$ cat src/rtl/stbs_pkg.sv
// Package for the sorted-table binary search: sizes, request codes, result type.
package stbs_pkg;

  localparam int unsigned TABLE_DEPTH = 16;
  localparam int unsigned IDX_W       = $clog2(TABLE_DEPTH);
  localparam int unsigned KEY_W       = 32;
  localparam int unsigned CFG_W       = 5;
  localparam int unsigned CFG_RESET   = 16;
  localparam int unsigned MAX_PROBES  = 5;
  localparam int unsigned CNT_W       = $clog2(MAX_PROBES);

  localparam logic REQ_LOAD   = 1'b0;
  localparam logic REQ_SEARCH = 1'b1;

  typedef struct packed {
    logic signed [KEY_W-1:0] probe_key;
    logic                    found;
    logic [IDX_W-1:0]        found_index;
    logic                    last;
  } res_t;

endpackage

$ cat src/rtl/stbs_ram.sv
// Generic single-write, single-read RAM with registered read data.
module stbs_ram #(
  parameter int unsigned WIDTH = 32,
  parameter int unsigned DEPTH = 16
) (
  input  logic                     clk_i,
  input  logic                     we_i,
  input  logic [$clog2(DEPTH)-1:0] waddr_i,
  input  logic [WIDTH-1:0]         wdata_i,
  input  logic                     re_i,
  input  logic [$clog2(DEPTH)-1:0] raddr_i,
  output logic [WIDTH-1:0]         rdata_o
);

  logic [WIDTH-1:0] mem_q [DEPTH];
  logic [WIDTH-1:0] rdata_q;

  always_ff @(posedge clk_i) begin
    if (we_i) begin
      mem_q[waddr_i] <= wdata_i;
    end
    if (re_i) begin
      rdata_q <= mem_q[raddr_i];
    end
  end

  assign rdata_o = rdata_q;

endmodule

$ cat src/rtl/stbs_engine.sv
// Search sequencer: key table RAM, probe range registers and result generation.
module stbs_engine (
  input  logic                                    clk_i,
  input  logic                                    rst_ni,
  input  logic                                    in_valid_i,
  output logic                                    in_stall_o,
  input  logic                                    req_type_i,
  input  logic [stbs_pkg::IDX_W-1:0]              entry_index_i,
  input  logic signed [stbs_pkg::KEY_W-1:0]       search_key_i,
  input  logic signed [stbs_pkg::KEY_W-1:0]       entry_key_i,
  input  logic [stbs_pkg::IDX_W-1:0]              last_index_i,
  input  logic                                    slot_free_i,
  output logic                                    res_push_o,
  output stbs_pkg::res_t                          res_o
);

  localparam logic [1:0] ST_IDLE  = 2'd0;
  localparam logic [1:0] ST_ACK   = 2'd1;
  localparam logic [1:0] ST_PROBE = 2'd2;

  logic [1:0]                          state_q, state_d;
  logic signed [stbs_pkg::KEY_W-1:0]   key_q, key_d;
  logic [stbs_pkg::IDX_W-1:0]          lo_q, lo_d, hi_q, hi_d, mid_q, mid_d;
  logic [stbs_pkg::CNT_W-1:0]          cnt_q, cnt_d;

  logic                                ram_we, ram_re;
  logic [stbs_pkg::IDX_W-1:0]          ram_raddr;
  logic [stbs_pkg::KEY_W-1:0]          ram_rdata;
  logic signed [stbs_pkg::KEY_W-1:0]   probe;

  logic                                hit, below, stop_nf, final_probe;
  logic [stbs_pkg::IDX_W-1:0]          nxt_lo, nxt_hi, nxt_mid;
  logic [stbs_pkg::IDX_W:0]            mid_sum;

  stbs_ram #(
    .WIDTH (stbs_pkg::KEY_W),
    .DEPTH (stbs_pkg::TABLE_DEPTH)
  ) u_table (
    .clk_i   (clk_i),
    .we_i    (ram_we),
    .waddr_i (entry_index_i),
    .wdata_i (entry_key_i),
    .re_i    (ram_re),
    .raddr_i (ram_raddr),
    .rdata_o (ram_rdata)
  );

  assign probe = $signed(ram_rdata);

  // Compare and range update for the probe whose data sits on the RAM output
  assign hit   = (probe == key_q);
  assign below = (key_q < probe);

  always_comb begin
    nxt_lo  = lo_q;
    nxt_hi  = hi_q;
    stop_nf = 1'b0;
    if (lo_q == hi_q) begin
      stop_nf = 1'b1;
    end else if (below) begin
      if (mid_q == lo_q) stop_nf = 1'b1;
      else               nxt_hi  = mid_q - 1'b1;
    end else begin
      if (mid_q == hi_q) stop_nf = 1'b1;
      else               nxt_lo  = mid_q + 1'b1;
    end
  end

  assign mid_sum     = {1'b0, nxt_lo} + {1'b0, nxt_hi};
  assign nxt_mid     = mid_sum[stbs_pkg::IDX_W:1];
  assign final_probe = hit || stop_nf ||
                       (cnt_q == stbs_pkg::CNT_W'(stbs_pkg::MAX_PROBES - 1));

  always_comb begin
    state_d    = state_q;
    key_d      = key_q;
    lo_d       = lo_q;
    hi_d       = hi_q;
    mid_d      = mid_q;
    cnt_d      = cnt_q;
    ram_we     = 1'b0;
    ram_re     = 1'b0;
    ram_raddr  = mid_q;
    res_push_o = 1'b0;
    res_o      = '0;
    unique case (state_q)
      ST_IDLE: begin
        if (in_valid_i) begin
          unique case (req_type_i)
            stbs_pkg::REQ_LOAD: begin
              // 4-bit index always lands inside the table
              ram_we  = 1'b1;
              state_d = ST_ACK;
            end
            stbs_pkg::REQ_SEARCH: begin
              key_d     = search_key_i;
              lo_d      = '0;
              hi_d      = last_index_i;
              mid_d     = last_index_i >> 1;
              cnt_d     = '0;
              ram_re    = 1'b1;
              ram_raddr = mid_d;
              state_d   = ST_PROBE;
            end
            default: state_d = ST_IDLE;
          endcase
        end
      end
      ST_ACK: begin
        if (slot_free_i) begin
          res_push_o = 1'b1;
          res_o.last = 1'b1;
          state_d    = ST_IDLE;
        end
      end
      ST_PROBE: begin
        // Hold here (RAM data held too) while the output slot is full
        if (slot_free_i) begin
          res_push_o      = 1'b1;
          res_o.probe_key = probe;
          res_o.found     = hit;
          res_o.found_index = hit ? mid_q : '0;
          res_o.last      = final_probe;
          if (final_probe) begin
            state_d = ST_IDLE;
          end else begin
            lo_d      = nxt_lo;
            hi_d      = nxt_hi;
            mid_d     = nxt_mid;
            cnt_d     = cnt_q + 1'b1;
            ram_re    = 1'b1;
            ram_raddr = nxt_mid;
          end
        end
      end
      default: state_d = ST_IDLE;
    endcase
  end

  assign in_stall_o = (state_q != ST_IDLE);

  always_ff @(posedge clk_i or negedge rst_ni) begin
    if (!rst_ni) begin
      state_q <= ST_IDLE;
    end else begin
      state_q <= state_d;
    end
  end

  always_ff @(posedge clk_i) begin
    key_q <= key_d;
    lo_q  <= lo_d;
    hi_q  <= hi_d;
    mid_q <= mid_d;
    cnt_q <= cnt_d;
  end

endmodule

$ cat src/rtl/sorted_table_binary_search.sv
// Top level of the sorted-table binary search: config register, engine and output register.
// Holds a 16-entry table of signed Q16.16 keys in one RAM with a registered read.
// A load item writes one entry and returns one acknowledgement item (key zero, last set).
// A search item runs a binary search over entries 0 .. entries_in_use-1 (0 reads as 1,
// above 16 as 16) and returns one item per probe, carrying the probed key; the final item
// has last set and, on a hit, found and the index. A search makes 1 to 5 probes: one
// RAM read is issued on acceptance, and each probe compares the returned key and issues
// the next read unless it is the final one. Items are taken one at a time; in_stall_o is
// high while an item is in progress. Results pass through a one-deep output register, and
// out_stall_i holds the engine with the pending probe kept on the RAM output. The table is
// not cleared at reset: searching entries never loaded gives undefined keys. entries_in_use
// resets to 16; the user must ensure it is written only while the block is idle, as the
// block itself does not enforce this.
module sorted_table_binary_search (
  input  logic                              clk_i,
  input  logic                              rst_ni,
  // input channel
  input  logic                              in_valid_i,
  output logic                              in_stall_o,
  input  logic                              req_type_i,
  input  logic [stbs_pkg::IDX_W-1:0]        entry_index_i,
  input  logic signed [stbs_pkg::KEY_W-1:0] entry_key_i,
  input  logic signed [stbs_pkg::KEY_W-1:0] search_key_i,
  // configuration
  input  logic                              cfg_we_i,
  input  logic [stbs_pkg::CFG_W-1:0]        cfg_wdata_i,
  // result channel
  output logic                              out_valid_o,
  input  logic                              out_stall_i,
  output logic signed [stbs_pkg::KEY_W-1:0] probe_key_o,
  output logic                              found_o,
  output logic [stbs_pkg::IDX_W-1:0]        found_index_o,
  output logic                              last_o
);

  logic [stbs_pkg::CFG_W-1:0] cfg_q;
  logic [stbs_pkg::IDX_W-1:0] last_index;

  logic                       out_valid_q;
  stbs_pkg::res_t             res_q;
  stbs_pkg::res_t             res;
  logic                       res_push;
  logic                       slot_free;

  // entries_in_use register
  always_ff @(posedge clk_i or negedge rst_ni) begin
    if (!rst_ni) begin
      cfg_q <= stbs_pkg::CFG_W'(stbs_pkg::CFG_RESET);
    end else if (cfg_we_i) begin
      cfg_q <= cfg_wdata_i;
    end
  end

  // Highest index searched, with the count clamped to 1 .. TABLE_DEPTH
  always_comb begin
    priority if (cfg_q == '0) begin
      last_index = '0;
    end else if (cfg_q > stbs_pkg::CFG_W'(stbs_pkg::TABLE_DEPTH)) begin
      last_index = stbs_pkg::IDX_W'(stbs_pkg::TABLE_DEPTH - 1);
    end else begin
      last_index = stbs_pkg::IDX_W'(cfg_q - 1'b1);
    end
  end

  // Output slot may take a new item when empty or being emptied this cycle
  assign slot_free = !out_valid_q || !out_stall_i;

  stbs_engine u_engine (
    .clk_i         (clk_i),
    .rst_ni        (rst_ni),
    .in_valid_i    (in_valid_i),
    .in_stall_o    (in_stall_o),
    .req_type_i    (req_type_i),
    .entry_index_i (entry_index_i),
    .search_key_i  (search_key_i),
    .entry_key_i   (entry_key_i),
    .last_index_i  (last_index),
    .slot_free_i   (slot_free),
    .res_push_o    (res_push),
    .res_o         (res)
  );

  always_ff @(posedge clk_i or negedge rst_ni) begin
    if (!rst_ni) begin
      out_valid_q <= 1'b0;
    end else if (res_push) begin
      out_valid_q <= 1'b1;
    end else if (!out_stall_i) begin
      out_valid_q <= 1'b0;
    end
  end

  always_ff @(posedge clk_i) begin
    if (res_push) begin
      res_q <= res;
    end
  end

  assign out_valid_o   = out_valid_q;
  assign probe_key_o   = res_q.probe_key;
  assign found_o       = res_q.found;
  assign found_index_o = res_q.found_index;
  assign last_o        = res_q.last;

  // An accepted item keeps the engine busy in the following cycle
  a_busy_after_accept: assert property (@(posedge clk_i) disable iff (!rst_ni)
    (in_valid_i && !in_stall_o) |=> in_stall_o)
    else $error("engine idle right after accepting an item");

  // Engine never overwrites a result still waiting at the output
  a_no_overwrite: assert property (@(posedge clk_i) disable iff (!rst_ni)
    res_push |-> (!out_valid_q || !out_stall_i))
    else $error("result pushed into a full output slot");

  // Hit is only reported on the final item of a search
  a_found_is_last: assert property (@(posedge clk_i) disable iff (!rst_ni)
    (out_valid_o && found_o) |-> last_o)
    else $error("found set on an item that is not last");

  // After pushing the final item the engine is ready for the next one
  a_idle_after_last: assert property (@(posedge clk_i) disable iff (!rst_ni)
    (res_push && res.last) |=> !in_stall_o)
    else $error("engine still busy after final result");

endmodule
$ cat config.mk
export PLATFORM = sky130hd
export DESIGN_NAME = sorted_table_binary_search
export DESIGN_NICKNAME = d
export VERILOG_FILES = /design/src/rtl/stbs_pkg.sv /design/src/rtl/stbs_ram.sv /design/src/rtl/stbs_engine.sv /design/src/rtl/sorted_table_binary_search.sv
export SDC_FILE = /design/constraint.sdc
export NUM_CORES = 1
export LEC_CHECK = 0
export BUFFER_PORTS_ARGS = -buffer_cell sky130_fd_sc_hd__buf_2
export CAP_MARGIN = 20
export CORE_ASPECT_RATIO = 0.8
export CORE_UTILIZATION = 50
export CTS_CLUSTER_SIZE = 14
export DETAILED_ROUTE_END_ITERATION = 7
export PLACE_DENSITY_LB_ADDON = 0.3
export SYNTH_ARGS = -nofsm -noshare
export SYNTH_HDL_FRONTEND = slang
export SYNTH_SLANG_ARGS = --single-unit
$ cat constraint.sdc
create_clock -name clk_i -period 5.9 [get_ports clk_i]
set_clock_uncertainty 0.05 [all_clocks]
set_input_delay 0.885 -clock clk_i [delete_from_list [all_inputs] [get_ports clk_i]]
set_output_delay 0.885 -clock clk_i [all_outputs]
set_load 0.01 [all_outputs]
## Word level (Yosys, flattened, before mapping)

Memories as Yosys holds them, arrays and structs flattened. A register that Yosys moved wholly into a read port is not among the register bits.
Cells that the tools add are included.

| word-level totals | value |
|---|---|
| flip-flop bits (word level) | 93 |
| RAM bits | 512 |
| bits of input ports | 79 |
| word-level logic and storage cells | 104 |
| memories kept | 1 |

| cells by class | value |
|---|---|
| $add $sub $neg | 5 |
| order comparisons | 2 |
| eq/ne operators | 14 |
| multiplexer cells | 54 |
| bitwise logic cells | 1 |
| reduce and logical (&&, ||, !) cells | 15 |

Memory list:

| name | depth | width | rd ports | clocked after Yosys merged registers in | wr ports | RTL line | RTL |
|---|---|---|---|---|---|---|---|
| u_engine.u_table.mem_q | 16 | 32 | 1 | 1 | 1 | stbs_ram.sv:15 | `logic [WIDTH-1:0] mem_q [DEPTH];` |

Operator list:

| kind | count |
|---|---|
| $mux W4 | 20 |
| $eq A32 B32 Y1 | 1 |
| $lt A32 B32 Y1 | 1 |
| $pmux W4 S2 | 3 |
| $mux W1 | 18 |
| $eq A4 B4 Y1 | 3 |
| $mux W3 | 4 |
| $ne A2 B2 Y1 const B | 5 |
| $mux W2 | 4 |
| $sub A4 B1 Y4 const B | 2 |
| $pmux W2 S3 | 1 |
| $pmux W3 S2 | 1 |
| $reduce_and A3 Y1 | 2 |
| $add A4 B4 Y5 | 1 |
| $gt A5 B5 Y1 const B | 1 |
| $logic_not A5 Y1 | 1 |
| $reduce_and A5 Y1 | 1 |
| $add A4 B1 Y4 const B | 1 |
| $ne A2 B1 Y1 const B | 2 |
| $pmux W1 S2 | 2 |
| $pmux W2 S2 | 1 |
| $reduce_and A4 Y1 | 1 |
| $reduce_bool A2 Y1 | 2 |
| $add A3 B1 Y3 const B | 1 |
| 9 further kinds | 12 |

## Depth between registers and ports, before layout

| depth | value |
|---|---|
| depth in word-level cells | 9 |
| depth in mapped cells | 26 |
| mapped depth without buffers | 22 |

## By module

From an unflattened synthesis, not the netlist that was laid out.

| unflattened totals | value |
|---|---|
| cell total of the unflattened synthesis | 1,251 |
| area total of the unflattened synthesis | 25,042.8 um2 |

Modules (own cells, without submodules):

| module | times used | cells each | area an instance (um2) | sequential area each (um2) |
|---|---|---|---|---|
| stbs_ram | 1 | 838 | 20,155.6 | 16,335.7 |
| stbs_engine | 1 | 339 | 3,419.5 | 1,421.4 |
| sorted_table_binary_search | 1 | 74 | 1,467.7 | 1,292.5 |

## Worst setup path after synthesis

No wires, ideal clock.

| timing | value |
|---|---|
| path type | reg-to-reg |
| start | register u_engine.u_table.rdata_q[7] (netlist: u_engine.u_table.rdata_o[7]), read port of u_engine.u_table.mem_q |
| end | register u_engine.u_table.rdata_q[19] (netlist: u_engine.u_table.rdata_o[19]), read port of u_engine.u_table.mem_q, data pin |
| library setup time | 0.270 ns |
| data arrival time | 4.713 ns |
| path slack | 0.866 ns |
| stages on the path, launching flop included | 25 |
| period minus slack after synthesis | 5.034 ns |
| path through | edfxtp_1 inv_1 ha_1 a41o_1 a21oi_1 o22ai_1 o31a_2 o21ai_0 and3_1 clkbuf_1 mux2_2 fa_1 a21o_1 a21oi_1 and2_1 and4_1 nor4b_1 a31o_1 buf_2 buf_6 buf_6 mux2i_1 nand3_1 a41oi_1 a21oi_1 |

| between the ends | value |
|---|---|
| elaborated cells between the ends (all ways) | 17 |
| classes of those cells | 1 x add/sub; 1 x order compare; 1 x eq/ne; 12 x mux; 2 x reduce/logical |

RTL lines:

| what | RTL line | RTL |
|---|---|---|
| start: declaration | stbs_ram.sv:16 | `logic [WIDTH-1:0] rdata_q;` |
| $lt A32 B32 Y1 | stbs_engine.sv:52 | `assign below = (key_q < probe);` |
| $mux W4 | stbs_engine.sv:60 | `end else if (below) begin` |
| $mux W4 | stbs_engine.sv:58 | `if (lo_q == hi_q) begin` |
| via u_engine.nxt_lo, one bit | stbs_engine.sv:32 | `logic [stbs_pkg::IDX_W-1:0] nxt_lo, nxt_hi, nxt_mid;` |
| $add A4 B4 Y5 | stbs_engine.sv:69 | `assign mid_sum = {1'b0, nxt_lo} + {1'b0, nxt_hi};` |
| $mux W4 | - |  |
| $mux W4 | stbs_engine.sv:118 | `if (slot_free_i) begin` |
| $pmux W4 S2 | stbs_engine.sv:86 | `unique case (state_q)` |

The timed path passes the listed nets, and every way through them passes these cells.
A chain may end at the register's enable or synchronous reset.

## Worst setup path in the final report

| timing | value |
|---|---|
| start | register u_engine.u_table.rdata_q[14] (netlist: u_engine.u_table.rdata_o[14]), read port of u_engine.u_table.mem_q |
| end | register u_engine.u_table.rdata_q[11] (netlist: u_engine.u_table.rdata_o[11]), read port of u_engine.u_table.mem_q, data pin |

Same word-level chain as after synthesis.

==> impl_metrics.csv <==
group,metric,value,unit
status,outcome,"completed",
placed_design,dp.final_hpwl,33800,um
route,drt-total-wl,59800,um
finish,final_area,30300,sq um
logic_synthesis,yosysUniqueCellTypes,67,
finish,commonest_non_fill_non_tap_cell_in_the_layout,"sky130_fd_sc_hd__edfxtp_1",
timing,timing.final.hold_violations,0,
setup_path,crit_start,"u_engine.u_table.rdata_o[14]",
logic_synthesis,synthDominantAreaCellType,"sky130_fd_sc_hd__edfxtp_1",
clocking,worstSkewPairLatency,0.64,ns
worst_hold_path,timing.hold.worst.class,"input pin to async pin",
grt,grtUsageTotal,22.3,%
clocking,total_number_of_h_tree_levels,2,
timing,worst_slew_pin_slew,0.995,ns
clocking,clock_tree.buffer_depth,3,
logic_synthesis,post_synthesis_area_per_instance,15.5,sq um
finish,area_delta_synth_final,13.6,%
placed_design,placement.io_buffers,118,
route,first_iter_violations,1389,
grt,use_met2,36.1,%
timing,fin_setup_tns,0,ns
grt,antenna_found_initial,4,
die,fp.coreArea,52600,sq um
die,floorplan.io_pins,119,
setup_path,crit_path_max_fanout,23,
logic_synthesis,yosys-top-cells-area,"sky130_fd_sc_hd__edfxtp_1 (70%), sky130_fd_sc_hd__mux2i_1 (9.6%), sky130_fd_sc_hd__nand3_1 (4.9%)",
grt,gr-total-overflow,0,
logic_synthesis,synth_top_cell_area_share,70.4,%
timing,grt_setup_unrepaired,"yes",
timing,min_clock_period_post_route,5.64,ns
logic_synthesis,syn-num-nets,1845,
finish,layout.nets,1984,
die,core.rowCount,75,
setup_path,wp_data_required,6.20,ns
route,ant_nets,0,
logic_synthesis,ys.flop_type,"sky130_fd_sc_hd__edfxtp_1",
setup_path,timing.critical_path.to_type,"flip-flop",
die,dieArea,54300,sq um
placed_design,final_gp_congestion,0.836,
route,route.detailed.vias_per_inst,5.87,
grt,grt_util_met1,31.5,%
die,start_util,50.7,%
route,drt_first_pass_iters,5,
pwr,p_leak,0.0105,uW
logic_synthesis,synth-seq-area-share,71.4,%
finish,drive_gt1_share,16.5,%
clocking,tritoncts_clock_tree,"yes",
grt,grt_start_max_net_pins,66,
clocking,cts_buffers,58,
grt,first_pass_grt_wire_length,91200,um
pwr,pwr_density_cell,564,nW/um^2
setup_path,crit_path_start_kind,"flip-flop",
grt,vias_in_the_first_global_route,15100,
placed_design,placed_cells,2489,
timing,relSlewSlack,33.7,%
clocking,clock-sinks,637,
route,vias_after_detailed_routing,15300,
finish,final_core_utilization,57.7,%
timing,final_min_period_over_clock_period,95.6,%
die,die_h,209,um
timing,max_slew_violation_total_from_the_final_report,0,
logic_synthesis,synth.cell_area,26700,sq um
job,max_cap_viol_count,0,
logic_synthesis,number_of_instances_in_the_synthesized_netlist,1722,
pwr,maximum_vdd_drop,0.595,mV
setup_path,worst-setup-path-type,"flip-flop to flip-flop",
grt,grt_use_met3,3.48,%
setup_path,rr_startpoint,"u_engine.u_table.rdata_o[14]",
grt,grt.busiest_layer,"met2",
setup_path,arrival,5.94,ns
timing,setup_viol_count_final,0,
logic_synthesis,synth_edf_count,625,
placed_design,placed_area,28400,sq um
timing,achievable-frequency,0.177,GHz
logic_synthesis,yosysWarnings,0,
clocking,cts.clk_slew.worst_paths,0.07,ns
route,detail_route.wl_per_cell,23.0,um
clocking,clk_root_buffer_cell,"sky130_fd_sc_hd__clkbuf_16",
logic_synthesis,postSynth.asyncResetShare,1.26,%
route,route.detailed.drc,0,
die,fp.dieW,260,um
finish,layout.cells.most_common_list,"sky130_fd_sc_hd__edfxtp_1 (625), sky130_fd_sc_hd__nand3_1 (261), sky130_fd_sc_hd__mux2i_1 (255)",
logic_synthesis,number_of_synthesized_register_bits,637,
finish,instances_no_fill,2603,
==> synth_stat cells (2+ instances only) <==
| cell type | count |
|---|---|
| sky130_fd_sc_hd__xor2_1 | 6 |
| sky130_fd_sc_hd__and3_1 | 36 |
| sky130_fd_sc_hd__buf_8 | 3 |
| sky130_fd_sc_hd__xnor2_1 | 13 |
| sky130_fd_sc_hd__buf_1 | 11 |
| sky130_fd_sc_hd__ha_1 | 43 |
| sky130_fd_sc_hd__dfrtp_1 | 7 |
| sky130_fd_sc_hd__a21oi_1 | 62 |
| sky130_fd_sc_hd__mux2i_1 | 255 |
| sky130_fd_sc_hd__and2_1 | 15 |
| sky130_fd_sc_hd__buf_6 | 15 |
| sky130_fd_sc_hd__o21ai_0 | 22 |
| sky130_fd_sc_hd__nor2b_1 | 8 |
| sky130_fd_sc_hd__a21o_1 | 6 |
| sky130_fd_sc_hd__buf_2 | 34 |
| sky130_fd_sc_hd__mux2_2 | 5 |
| sky130_fd_sc_hd__clkbuf_1 | 27 |
| sky130_fd_sc_hd__buf_4 | 19 |
| sky130_fd_sc_hd__nand2b_1 | 3 |
| sky130_fd_sc_hd__nor3_1 | 6 |
| sky130_fd_sc_hd__inv_1 | 48 |
| sky130_fd_sc_hd__o211ai_1 | 3 |
| sky130_fd_sc_hd__edfxtp_1 | 625 |
| sky130_fd_sc_hd__nand4_1 | 39 |
| sky130_fd_sc_hd__nand3_1 | 261 |
| sky130_fd_sc_hd__a211oi_1 | 2 |
| sky130_fd_sc_hd__a22o_1 | 2 |
| sky130_fd_sc_hd__dfxtp_1 | 4 |
| sky130_fd_sc_hd__nand2_1 | 35 |
| sky130_fd_sc_hd__o22ai_1 | 4 |
| sky130_fd_sc_hd__and4_1 | 4 |
| sky130_fd_sc_hd__a41o_1 | 2 |
| sky130_fd_sc_hd__nor4_1 | 5 |
| sky130_fd_sc_hd__a41oi_1 | 34 |
| sky130_fd_sc_hd__nor2_1 | 26 |
==> worst max-delay path: stages, from the launching register on <==
cell and delay (ns):
sky130_fd_sc_hd__edfxtp_1 0.54, sky130_fd_sc_hd__inv_1 0.08, sky130_fd_sc_hd__ha_1 0.34, sky130_fd_sc_hd__nand4_1 0.15
sky130_fd_sc_hd__or2_1 0.17, sky130_fd_sc_hd__a211oi_2 0.05, sky130_fd_sc_hd__buf_4 0.15, sky130_fd_sc_hd__o31a_2 0.39
sky130_fd_sc_hd__o21ai_2 0.21, sky130_fd_sc_hd__and3_2 0.27, sky130_fd_sc_hd__mux2_2 0.39, sky130_fd_sc_hd__fa_1 0.40
sky130_fd_sc_hd__a21o_1 0.19, sky130_fd_sc_hd__a21oi_1 0.17, sky130_fd_sc_hd__and2_1 0.18, sky130_fd_sc_hd__and4_1 0.23
sky130_fd_sc_hd__nor4b_2 0.06, sky130_fd_sc_hd__a31o_4 0.30, sky130_fd_sc_hd__buf_12 0.19, sky130_fd_sc_hd__buf_12 0.19
sky130_fd_sc_hd__mux2i_1 0.17, sky130_fd_sc_hd__nand3_1 0.10, sky130_fd_sc_hd__a41oi_1 0.25, sky130_fd_sc_hd__a21oi_2 0.11
==> layout make-up <==
class                      count  area, sq um
tap                          693          867
antenna                        2         5.00
sequential                   637        19000
inverter                      49          189
clock inverter                37          337
clock buffer                  70         1500
multi-input combinational    926         6940
fill                        3935        22300
timing repair buffer         189         1410
==> worst paths after layout <==
check                                          endpoint  slack, ns  depth (start not counted)
max                        u_engine.u_table.rdata_o[11]       0.26                         23
min                                         out_valid_o       0.06                          1
max reg2reg                u_engine.u_table.rdata_o[11]       0.26                         23
min reg2reg                         u_engine.state_q[0]       0.51                          1
max in group asynchronous                      cfg_q[4]       5.49                          1
min in group clk_i                   u_engine.key_q[16]       0.37                          1
==> report_power, final <==
group | internal [uW] | total [uW] | switching [uW]
sequential | 5610 | 5880 | 266
clock | 2030 | 3650 | 1620
combinational | 3000 | 7560 | 4550
total | 10600 | 17100 | 6440
==> stage by stage <==
stage               hold WS, ns  setup WS, ns  total power [uW]
floorplan                 0.450         0.866             11200
global placement          0.470       -0.0891             13300
detailed placement        0.500        -0.265             13400
CTS                      0.0263        0.0299             17100
global route             0.0481       -0.0492             18000
finish                   0.0556         0.258             17100
==> sequential cells by signal, summed over array words and instances (netlist names) <==
name                      flops
u_engine.u_table.rdata_o     32
u_engine.key_q               32
u_engine.cnt_q                3
probe_key_o                  32
u_engine.state_q              2
u_engine.lo_q                 4
u_engine.hi_q                 4
last_o                        1
cfg_q                         5
u_engine.mid_q                4
out_valid_o                   1
found_index_o                 4
u_engine.u_table.mem_q      512
found_o                       1
==> per-layer routing <==
layer  vias to the layer above  wire length (um)
li1                       6993                 -
met3                        84              4050
met2                       548             28600
met5                         -                17
met4                         2              1140
met1                      7642             26000
==> cells by family after synthesis <==
| kind of cell | share of synthesized area, % |
|---|---|
| buffers and inverters | 3.22 |
| AOI/OAI and AO/OA | 3.97 |
| muxes | 9.78 |
| xor gates and xnor gates | 0.624 |
| DFF | 71.4 |
| adders and majority gates | 2.09 |
| and+or+nand+nor | 8.88 |
==> timing repair <==
item | in CTS | in global routing
pin swaps | 2 | 1
buffers inserted | 3 | 2
setup endpoints to repair | 30 | 32
hold buffers | 0 | 0
gates resized for setup | 2 | 7
Power figures use the tool's default switching activity.
